[config.mk]
export PLATFORM = sky130hd
export DESIGN_NAME = serial_command_line_parser_unit
export DESIGN_NICKNAME = d
export VERILOG_FILES = /design/src/design/sclp_pkg.sv /design/src/design/sclp_arg_step.sv /design/src/design/serial_command_line_parser_unit.sv
export SDC_FILE = /design/constraint.sdc
export NUM_CORES = 1
export LEC_CHECK = 0
export BUFFER_PORTS_ARGS = -buffer_cell sky130_fd_sc_hd__buf_2
export CAP_MARGIN = 20
export CORE_UTILIZATION = 40
export DETAILED_ROUTE_END_ITERATION = 6
export PLACE_DENSITY = 0.53
export SYNTH_ARGS = -nofsm -noshare
export SYNTH_HDL_FRONTEND = slang
export SYNTH_HIERARCHICAL = 1
export SYNTH_SLANG_ARGS = --single-unit
[constraint.sdc]
create_clock -name clock -period 7.45 [get_ports clock]
set_input_delay 1.1175 -clock clock [delete_from_list [all_inputs] [get_ports clock]]
set_output_delay 1.1175 -clock clock [all_outputs]
set_load 0.01 [all_outputs]
[src/design/sclp_pkg.sv]
// Shared types, constants and character helpers for the serial command line parser.
package sclp_pkg;

   localparam int LINE_BYTES_DEF = 32;
   localparam logic [31:0] TIMEOUT_RESET = 32'd1000000;

   localparam int NUM_KW = 10;
   localparam int KW_MAX_LEN = 10;
   localparam int KW_LIBRARY_WRITE = 3;
   localparam int KW_WRITE = 4;

   typedef enum logic [3:0] {
      CODE_BLANK         = 4'd0,
      CODE_RESET         = 4'd1,
      CODE_EXECUTE       = 4'd2,
      CODE_WRITE         = 4'd3,
      CODE_LIBRARY_WRITE = 4'd4,
      CODE_CLEAR         = 4'd5,
      CODE_HELP          = 4'd6,
      CODE_VERSION       = 4'd7,
      CODE_SHOWPROG      = 4'd8,
      CODE_VERIFY        = 4'd9,
      CODE_ILLEGAL       = 4'd10,
      CODE_TIMEOUT       = 4'd11
   } result_code_type;

   typedef enum logic [7:0] {
      PH_IDLE     = 8'b0000_0001,
      PH_PRE_SIZE = 8'b0000_0010,
      PH_SIGN     = 8'b0000_0100,
      PH_SIZE     = 8'b0000_1000,
      PH_PRE_CRC  = 8'b0001_0000,
      PH_ZERO     = 8'b0010_0000,
      PH_HEX      = 8'b0100_0000,
      PH_DONE     = 8'b1000_0000
   } arg_phase_type;

   typedef struct packed {
      arg_phase_type phase;
      logic [31:0]   size_accum;
      logic          size_neg;
      logic          size_seen;
      logic [31:0]   crc_accum;
      logic          crc_seen;
   } arg_state_type;

   localparam logic [7:0] CHAR_LF = 8'h0a;
   localparam logic [7:0] CHAR_CR = 8'h0d;
   localparam logic [7:0] CHAR_NUL = 8'h00;

   // Keyword text, right aligned: the last character sits in the low byte.
   localparam logic [8*KW_MAX_LEN-1:0] KW_TEXT [NUM_KW] = '{
      80'({CHAR_CR, CHAR_LF}),
      80'({"reset", CHAR_CR, CHAR_LF}),
      80'({"execute", CHAR_CR, CHAR_LF}),
      80'("write_lib "),
      80'("write "),
      80'({"clear", CHAR_CR, CHAR_LF}),
      80'({"help", CHAR_CR, CHAR_LF}),
      80'({"version", CHAR_CR, CHAR_LF}),
      80'({"showprog", CHAR_CR, CHAR_LF}),
      80'({"verify", CHAR_CR, CHAR_LF})
   };
   localparam int KW_LEN [NUM_KW] = '{2, 7, 9, 10, 6, 7, 6, 9, 10, 8};
   localparam result_code_type KW_CODE [NUM_KW] = '{
      CODE_BLANK, CODE_RESET, CODE_EXECUTE, CODE_LIBRARY_WRITE, CODE_WRITE,
      CODE_CLEAR, CODE_HELP, CODE_VERSION, CODE_SHOWPROG, CODE_VERIFY
   };

   function automatic logic [7:0] kw_char(input int k, input int p);
      int sh;
      sh = 8 * (KW_LEN[k] - 1 - p);
      if (p >= KW_LEN[k] || sh < 0) begin
         return 8'h00;
      end
      return KW_TEXT[k][sh +: 8];
   endfunction

   function automatic logic is_space(input logic [7:0] c);
      return (c == 8'h20) || (c inside {[8'h09:8'h0d]});
   endfunction

   function automatic logic is_dec(input logic [7:0] c);
      return c inside {["0":"9"]};
   endfunction

   // Hex digit value in the low four bits; bit 4 set when c is not a hex digit.
   function automatic logic [4:0] hex_val(input logic [7:0] c);
      logic [7:0] d;
      d = 8'h00;
      if (c inside {["0":"9"]}) begin
         d = c - 8'h30;
      end else if (c inside {["a":"f"]}) begin
         d = c - 8'h57;
      end else if (c inside {["A":"F"]}) begin
         d = c - 8'h37;
      end else begin
         d = 8'h10;
      end
      return d[4:0];
   endfunction

endpackage

[src/design/sclp_arg_step.sv]
// Next state of the write-command argument scanner for one received byte.
module sclp_arg_step (
   input  sclp_pkg::arg_state_type cur,
   input  logic [7:0]              rx_byte,
   output sclp_pkg::arg_state_type nxt
);
   import sclp_pkg::*;

   logic [4:0]  hex_d;
   logic [31:0] size_times_ten;
   logic [31:0] dec_d;
   arg_state_type crc_start;
   arg_state_type hex_step;

   assign hex_d = hex_val(rx_byte);
   assign dec_d = {28'd0, rx_byte[3:0]};
   assign size_times_ten = {cur.size_accum[28:0], 3'b000} + {cur.size_accum[30:0], 1'b0};

   always_comb begin
      crc_start = cur;
      if (rx_byte == "0") begin
         crc_start.crc_seen = 1'b1;
         crc_start.phase = PH_ZERO;
      end else if (!hex_d[4]) begin
         crc_start.crc_accum = {28'd0, hex_d[3:0]};
         crc_start.crc_seen = 1'b1;
         crc_start.phase = PH_HEX;
      end else begin
         crc_start.phase = PH_DONE;
      end
   end

   always_comb begin
      hex_step = cur;
      if (!hex_d[4]) begin
         hex_step.crc_accum = {cur.crc_accum[27:0], hex_d[3:0]};
         hex_step.phase = PH_HEX;
      end else begin
         hex_step.phase = PH_DONE;
      end
   end

   always_comb begin
      nxt = cur;
      if (cur.phase != PH_IDLE) begin
         if (rx_byte == CHAR_NUL) begin
            nxt.phase = PH_DONE;
         end else begin
            case (cur.phase)
               PH_PRE_SIZE, PH_SIGN: begin
                  if (cur.phase == PH_PRE_SIZE && is_space(rx_byte)) begin
                     nxt.phase = PH_PRE_SIZE;
                  end else if (cur.phase == PH_PRE_SIZE && (rx_byte == "+" || rx_byte == "-")) begin
                     nxt.size_neg = (rx_byte == "-");
                     nxt.phase = PH_SIGN;
                  end else if (is_dec(rx_byte)) begin
                     nxt.size_accum = dec_d;
                     nxt.size_seen = 1'b1;
                     nxt.phase = PH_SIZE;
                  end else begin
                     nxt.phase = PH_DONE;
                  end
               end
               PH_SIZE: begin
                  if (is_dec(rx_byte)) begin
                     nxt.size_accum = size_times_ten + dec_d;
                  end else if (is_space(rx_byte)) begin
                     nxt.phase = PH_PRE_CRC;
                  end else begin
                     nxt = crc_start;
                  end
               end
               PH_PRE_CRC: begin
                  if (!is_space(rx_byte)) begin
                     nxt = crc_start;
                  end
               end
               PH_ZERO: begin
                  if (rx_byte == "x" || rx_byte == "X") begin
                     nxt.phase = PH_HEX;
                  end else begin
                     nxt = hex_step;
                  end
               end
               PH_HEX: begin
                  nxt = hex_step;
               end
               default: begin
                  nxt = cur;
               end
            endcase
         end
      end
   end

endmodule

[src/design/serial_command_line_parser_unit.sv]
// Serial command line parser: one item per cycle, result in an output register.
// A result is registered and appears on rsp in the cycle after the beat that ends the line or times out.
// Throughput: one input beat per cycle; each byte is matched and scanned in a single pass.
// The input is stalled only while a finished result waits in the output register.
// Reset (synchronous, active high) clears the line state, empties the output register
// and sets the timeout to 1000000 ticks. No clearing pass is needed.
module serial_command_line_parser_unit #(
   parameter int LINE_BYTES = sclp_pkg::LINE_BYTES_DEF
) (
   input  logic        clock,
   input  logic        reset,
   input  logic        req_tvalid,
   output logic        req_tready,
   input  logic [7:0]  req_tdata,   // [7:0] rx_byte
   input  logic        req_tuser,   // [0] cmd
   output logic        rsp_tvalid,
   input  logic        rsp_tready,
   output logic [63:0] rsp_tdata,   // [31:0] size_value, [63:32] crc_value
   output logic [4:0]  rsp_tuser,   // [3:0] result_code, [4] crc_given
   input  logic        csr_wr_en,
   input  logic [31:0] csr_wr_data
);
   import sclp_pkg::*;

   localparam int CNT_W = $clog2(LINE_BYTES);

   logic [CNT_W-1:0]  count_ff, count_in;
   logic [NUM_KW-1:0] alive_ff, alive_in, alive_upd;
   arg_state_type     arg_ff, arg_in, arg_upd;
   logic [31:0]       idle_ff, idle_in;
   logic [31:0]       timeout_ff, timeout_in;

   logic              rsp_valid_ff, rsp_valid_in;
   result_code_type   rsp_code_ff, rsp_code_in;
   logic [31:0]       rsp_size_ff, rsp_size_in;
   logic              rsp_crc_given_ff, rsp_crc_given_in;
   logic [31:0]       rsp_crc_ff, rsp_crc_in;

   logic              beat;
   logic              is_tick;
   logic              tick_expired;
   logic [CNT_W:0]    p_plus1;
   logic              line_end;
   logic              enter_args;
   logic              fire;
   result_code_type   kw_result;
   result_code_type   res_code;
   logic [31:0]       res_size;
   logic              res_crc_given;
   logic [31:0]       res_crc;

   assign req_tready = !rsp_valid_ff || rsp_tready;
   assign beat = req_tvalid && req_tready;
   assign is_tick = req_tuser;
   assign tick_expired = ({1'b0, idle_ff} + 33'd1) >= {1'b0, timeout_ff};
   assign p_plus1 = (CNT_W + 1)'(count_ff) + (CNT_W + 1)'(1);
   assign line_end = (req_tdata == CHAR_LF) || (p_plus1 == (CNT_W + 1)'(LINE_BYTES));

   sclp_arg_step u_arg_step (
      .cur     (arg_ff),
      .rx_byte (req_tdata),
      .nxt     (arg_upd)
   );

   // A keyword drops out on the first mismatching character within its length.
   always_comb begin
      for (int k = 0; k < NUM_KW; k++) begin
         alive_upd[k] = alive_ff[k] &&
            !((int'(count_ff) < KW_LEN[k]) && (kw_char(k, int'(count_ff)) != req_tdata));
      end
   end

   assign enter_args = (arg_upd.phase == PH_IDLE) &&
      ((alive_upd[KW_LIBRARY_WRITE] && (int'(p_plus1) == KW_LEN[KW_LIBRARY_WRITE])) ||
       (alive_upd[KW_WRITE] && (int'(p_plus1) == KW_LEN[KW_WRITE])));

   // The first surviving keyword in table order that is fully received wins.
   always_comb begin
      kw_result = CODE_ILLEGAL;
      for (int k = NUM_KW - 1; k >= 0; k--) begin
         if (alive_upd[k] && (int'(p_plus1) >= KW_LEN[k])) begin
            kw_result = KW_CODE[k];
         end
      end
   end

   always_comb begin
      res_code = kw_result;
      res_size = 32'd0;
      res_crc_given = 1'b0;
      res_crc = 32'd0;
      if (is_tick) begin
         res_code = CODE_TIMEOUT;
      end else if (kw_result == CODE_WRITE || kw_result == CODE_LIBRARY_WRITE) begin
         if (arg_upd.size_seen) begin
            res_size = arg_upd.size_neg ? (32'd0 - arg_upd.size_accum) : arg_upd.size_accum;
            res_crc_given = arg_upd.crc_seen;
            res_crc = arg_upd.crc_seen ? arg_upd.crc_accum : 32'd0;
         end else begin
            res_code = CODE_ILLEGAL;
         end
      end
   end

   assign fire = beat && (is_tick ? tick_expired : line_end);

   always_comb begin
      count_in = count_ff;
      alive_in = alive_ff;
      arg_in = arg_ff;
      idle_in = idle_ff;
      timeout_in = csr_wr_en ? csr_wr_data : timeout_ff;
      if (beat) begin
         if (fire) begin
            count_in = '0;
            alive_in = '1;
            arg_in = '{phase: PH_IDLE, default: '0};
            idle_in = 32'd0;
         end else if (is_tick) begin
            idle_in = idle_ff + 32'd1;
         end else begin
            count_in = p_plus1[CNT_W-1:0];
            alive_in = alive_upd;
            arg_in = arg_upd;
            if (enter_args) begin
               arg_in.phase = PH_PRE_SIZE;
            end
            idle_in = 32'd0;
         end
      end
   end

   always_comb begin
      rsp_valid_in = rsp_valid_ff && !rsp_tready;
      rsp_code_in = rsp_code_ff;
      rsp_size_in = rsp_size_ff;
      rsp_crc_given_in = rsp_crc_given_ff;
      rsp_crc_in = rsp_crc_ff;
      if (fire) begin
         rsp_valid_in = 1'b1;
         rsp_code_in = res_code;
         rsp_size_in = res_size;
         rsp_crc_given_in = res_crc_given;
         rsp_crc_in = res_crc;
      end
   end

   always_ff @(posedge clock) begin
      if (reset) begin
         count_ff <= '0;
         alive_ff <= '1;
         arg_ff <= '{phase: PH_IDLE, default: '0};
         idle_ff <= 32'd0;
         timeout_ff <= TIMEOUT_RESET;
         rsp_valid_ff <= 1'b0;
      end else begin
         count_ff <= count_in;
         alive_ff <= alive_in;
         arg_ff <= arg_in;
         idle_ff <= idle_in;
         timeout_ff <= timeout_in;
         rsp_valid_ff <= rsp_valid_in;
      end
   end

   always_ff @(posedge clock) begin
      rsp_code_ff <= rsp_code_in;
      rsp_size_ff <= rsp_size_in;
      rsp_crc_given_ff <= rsp_crc_given_in;
      rsp_crc_ff <= rsp_crc_in;
   end

   assign rsp_tvalid = rsp_valid_ff;
   assign rsp_tdata = {rsp_crc_ff, rsp_size_ff};
   assign rsp_tuser = {rsp_crc_given_ff, rsp_code_ff};

endmodule

* Word level (Yosys, flattened, before mapping)
Index checks and enable logic that the tools add are counted.
** Cells by class
- Add/subtract/negate cells :: 15
- Order comparisons :: 33
- Equality and inequality tests :: 31
- Shifts and indexed selects :: 10
- Multiplexer cells :: 78
- Bitwise operators :: 3
- Reductions and logical operators :: 72
** Operator list (count)
- $shiftx A80 B9 Y8 const A :: 10
- $mux W75 :: 4
- $mux W32 :: 8
- $pmux W42 S5 :: 1
- $mux W8 :: 26
- $mux W33 :: 5
- $pmux W33 S4 :: 1
- $ne A8 B8 Y1 :: 10
- $mux W67 :: 1
- $lt A9 B1 Y1 const B :: 6
- $mux W4 :: 11
- $logic_and A1 B1 Y1 :: 42
- $eq A8 B6 Y1 const B :: 5
- $mux W34 :: 1
- $add A32 B1 Y33 const B :: 1
- $ge A33 B32 Y1 :: 1
- $add A32 B1 Y32 const B :: 1
- $add A32 B32 Y32 :: 1
- $add A32 B4 Y32 :: 1
- $sub A1 B32 Y32 const A :: 1
- $mux W5 :: 5
- $eq A8 B7 Y1 const B :: 3
- $mux W10 :: 2
- $ge A6 B4 Y1 const B :: 3
- 41 further kinds :: 92
** Storage, ports and cells
- Bits in registers :: 224
- Word-level logic and storage cells :: 257

* Longest topological paths before layout
- Depth after elaboration :: 24
- Gate-level depth with buffers :: 23
- Mapped depth without buffers :: 20

* Modules after synthesis
The synthesis kept the hierarchy.
** By module, submodules not included
- serial_command_line_parser_unit :: times used 1, cells an instance 1618, area an instance 13401.6 um^2, sequential area each 5175.0 um^2
- sclp_arg_step :: times used 1, cells an instance 485, area an instance 3488.3 um^2, sequential area each 0.0 um^2

* Worst setup path after synthesis
No wires, ideal clock.
- Path kind :: input-to-reg
- Start :: input port req_tdata[3]
- End :: register rsp_size_ff[31], data pin
- Arrival :: 6.436 ns
- Required time :: 7.184 ns
- Slack :: 0.748 ns
- Cell stages on the path :: 21
- Path buffers :: 1
- Cells stage by stage :: buf_4 > inv_1 > fa_1 > inv_1 > fa_1 > a21o_1 > a21o_1 > a21o_1 > a21oi_1 > o21ai_0 > a31oi_1 > xor2_1 > o21ai_0 > or4_2 > or4_4 > or3_1 > or4_4 > or4_4 > o41ai_4 > xor2_1 > nor2_1
** RTL lines
- start, declared :: line serial_command_line_parser_unit.sv:14 : input logic [7:0] req_tdata,
- end signal, assigned :: line serial_command_line_parser_unit.sv:168 : rsp_size_ff <= rsp_size_in;
- end, declared :: line serial_command_line_parser_unit.sv:35 : logic [31:0] rsp_size_ff, rsp_size_in;

==> summary.txt <==
Clock tree
  • Clk sinks: 224
  • H-tree levels: 1
  • CTS buffer count: 26
  • CTS tree: built
  • Skew-Pair Late Insertion Delay: 0.56 ns
  • Hold buffers post-CTS: 0
  • Root Buffer: clkbuf_16
  • # Post-CTS Setup Buffers: 0
  • Clock slew at reported path FFs: 0.06 ns
  • Clk buf depth: 3
  • Post-CTS sizing: 0

Logic synthesis
  • YS warnings: 6
  • Synth Net Count: 2264
  • Synth area leader: dfxtp_1
  • Post-synthesis xor/xnor area fraction: 5.73%
  • Synth Cell Area: 16900 sq um
  • FF+latch count, synth: 224
  • Cells after Synth: 2103
  • Predominant post-synthesis flop cell: dfxtp_1
  • Fraction of the mapped netlist area in compound gates: 22.9%
  • Sequential cell area fraction in the yosys report: 30.6%
  • Synth cell types: 99
  • Fraction of the mapped netlist area in adder cells: 8.61%
  • Fraction of registers with async set/reset: 0%
  • Multiplexer share of the synthesized area: 2.77%
  • Synth top area share: 18.4%
  • Top post-synthesis cells by area: dfxtp_1, edfxtp_1, ha_1, nand2_1, a21oi_1
  • Synth Area in Simple Gates: 24.4%
  • Syn avg cell area: 8.03 sq um
  • Largest family of logic cells by synthesized area: simple AND/OR/NAND/NOR gates
  • Number of enable flip-flop cells after synthesis: 69

Global route
  • Total GRT Usage: 22.8%
  • Largest net degree at the start of global routing: 91
  • Gr ovfl total: 0
  • Antenna violations before repair: 0
  • Vias in the first global route: 15000
  • First-pass GRT wire length: 81200 um

Finish
  • Layout Cells excl Fill: 2701
  • Ant diodes: 0
  • Area growth, synth to finish: 11.3%
  • Commonest non-fill, non-tap cell in the layout: nand2_1
  • Final core occ: 45.6%
  • Most frequent cells in the layout: nand2_1, nor2_1, a21oi_1, dfxtp_1, nand3_1
  • Nets: 2310
  • Fraction of layout instances using a drive strength above 1: 11.3%

Route
  • Detailed-router iteration count before antenna repair: 7
  • Post-route DRC: 1
  • Initial drt markers: 991
  • WL per Instance: 18.6 um
  • DRT Wirelength: 50200 um
  • Via count: 15800
  • Antenna viol nets, final: 0
  • Via-per-instance ratio: 5.86

Timing
  • Worst Skew: 0.0101 ns
  • Max Freq: 155 MHz
  • Slew Viols, Final: 0
  • Tightest Pin Transition: 1.09 ns
  • Period minus WS final: 6.43 ns
  • Period utilization: 86.3%
  • Final hold violations: 0
  • Slew HR: 27.1%
  • Setup TNS Final: 0 ns
  • Final setup vio count: 0
  • RSZ-0062 raised after global routing: false

Die
  • IO Pins: 117
  • Row Count: 74
  • Die W: 207 um
  • Height of the die: 207 um
  • Core area: 41200 sq um
  • Initial Util: 41.0%
  • Die area: 43100 sq um

Min path
  • Worst Hold Class: flop to flop

Place
  • Post-DP HPWL: 35500 um
  • Routability cong.: 0.896
  • Count of input and output buffers: 116
  • Placed instance count: 2652

Critical path
  • Setup CP Type: primary input to flop
  • Worst EP required: 7.74 ns
  • Critical path fanouts, max: 4
  • Worst Setup End Kind: flop
  • CP startpoint kind: primary input
  • WP data arrival: 6.72 ns

Power and ir drop
  • Power per cell area: 155 nW/um^2
  • LEAKAGE: 7.84 nW
  • Worst VDD drop: 161 uV

Run status
  • Failing checks: design-rule violations
  • Outcome: complete, but fails checks

Flow run
  • Max-cap viol count: 0
-- stage by stage --
stage	cell area, sq um	total power, W	hold WS (ns)	worst slack [ns]
after floorplan	16900	0.00149	0.422	0.748
after global placement	17900	0.00158	0.433	0.481
after detailed placement	17900	0.00158	0.437	0.448
after CTS	18800	0.00294	0.447	1.00
after global routing	18800	0.00302	0.470	0.721
final	18800	0.00291	0.449	1.02
-- layout make-up --
cell class	count	area, sq um
Clock buffer	37	712
Clock inverter	11	173
Fill cell	4186	22400
Inverter	78	293
Multi-Input combinational cell	1668	10900
Sequential cell	224	5170
Tap cell	532	666
Timing Repair Buffer	151	862
-- per-layer routing --
| metal | share of wire [%] | wire length (um) | track usage, % |
|---|---|---|---|
| met5 | 0 | 0 | 0 |
| met4 | 2.8 | 1420 | 7.54 |
| met3 | 4.8 | 2410 | 2.89 |
| met2 | 46 | 22900 | 37.0 |
| met1 | 47 | 23400 | 31.3 |
-- sequential cells by signal (all words and copies together) (netlist names) --
signal,flops
rsp_code_ff,4
rsp_crc_given_ff,1
count_ff,5
rsp_crc_ff,32
idle_ff,32
alive_ff,10
rsp_size_ff,32
rsp_tvalid,1
arg_ff,75
timeout_ff,32
-- final timing paths --
| kind | from | endpoint | slack (ns) | cells after the start |
|---|---|---|---|---|
| setup / recovery | req_tdata[3] | rsp_size_ff[31] | 1.02 | 21 |
| hold / removal | alive_ff[2] | alive_ff[2] | 0.45 | 2 |
| setup reg to reg | arg_ff[35] | rsp_size_ff[31] | 1.24 | 20 |
| hold reg to reg | alive_ff[2] | alive_ff[2] | 0.45 | 2 |
-- synth_stat cells, types with 12 or more instances --
| cell | instances |
|---|---|
| nand2_1 | 247 |
| nor2_1 | 169 |
| a21oi_1 | 166 |
| dfxtp_1 | 155 |
| nand3_1 | 128 |
| ha_1 | 113 |
| clkbuf_1 | 112 |
| o21ai_0 | 108 |
| inv_1 | 74 |
| edfxtp_1 | 69 |
| and3_1 | 54 |
| xnor2_1 | 54 |
| xor2_1 | 54 |
| a22o_1 | 49 |
| mux2i_1 | 40 |
| a21o_1 | 36 |
| nand2b_1 | 30 |
| nand4_1 | 29 |
| nor3_1 | 29 |
| o211ai_1 | 26 |
| nor2b_1 | 23 |
| a31oi_1 | 22 |
| o31ai_1 | 21 |
| nor4_1 | 16 |
| and2_1 | 15 |
| or3_1 | 13 |
| a211oi_1 | 12 |
-- where the power goes --
group | leakage [nW] | internal, W | switching, W
Sequential | 1.93 | 0.00128 | 0.0000109
Combinational | 5.48 | 0.0000883 | 0.000183
Clock | 0.431 | 0.000806 | 0.000541
Total | 7.84 | 0.00217 | 0.000735
-- cell families after synthesis --
family | Yosys count
and+or+nand+nor | 824
AOI/OAI and AO/OA | 574
DFF | 224
buffers and inverters | 211
adders and majority gates | 115
xor gates and xnor gates | 109
muxes | 46
-- worst max-delay path, cell delays in order --
cell and delay, ns:
buf_2 0.11, inv_1 0.07, fa_1 0.48, inv_1 0.07
fa_1 0.47, a21o_1 0.20, a21o_1 0.22, a21o_1 0.19
a21oi_1 0.22, o21ai_0 0.17, a31oi_1 0.23, xor2_1 0.16
o21ai_0 0.11, or4_2 0.67, or4_4 0.48, or3_1 0.41
or4_4 0.45, or4_4 0.45, o41ai_4 0.22, xor2_1 0.17
nor2_1 0.05
No activity file was read; power rests on OpenSTA's default activity.
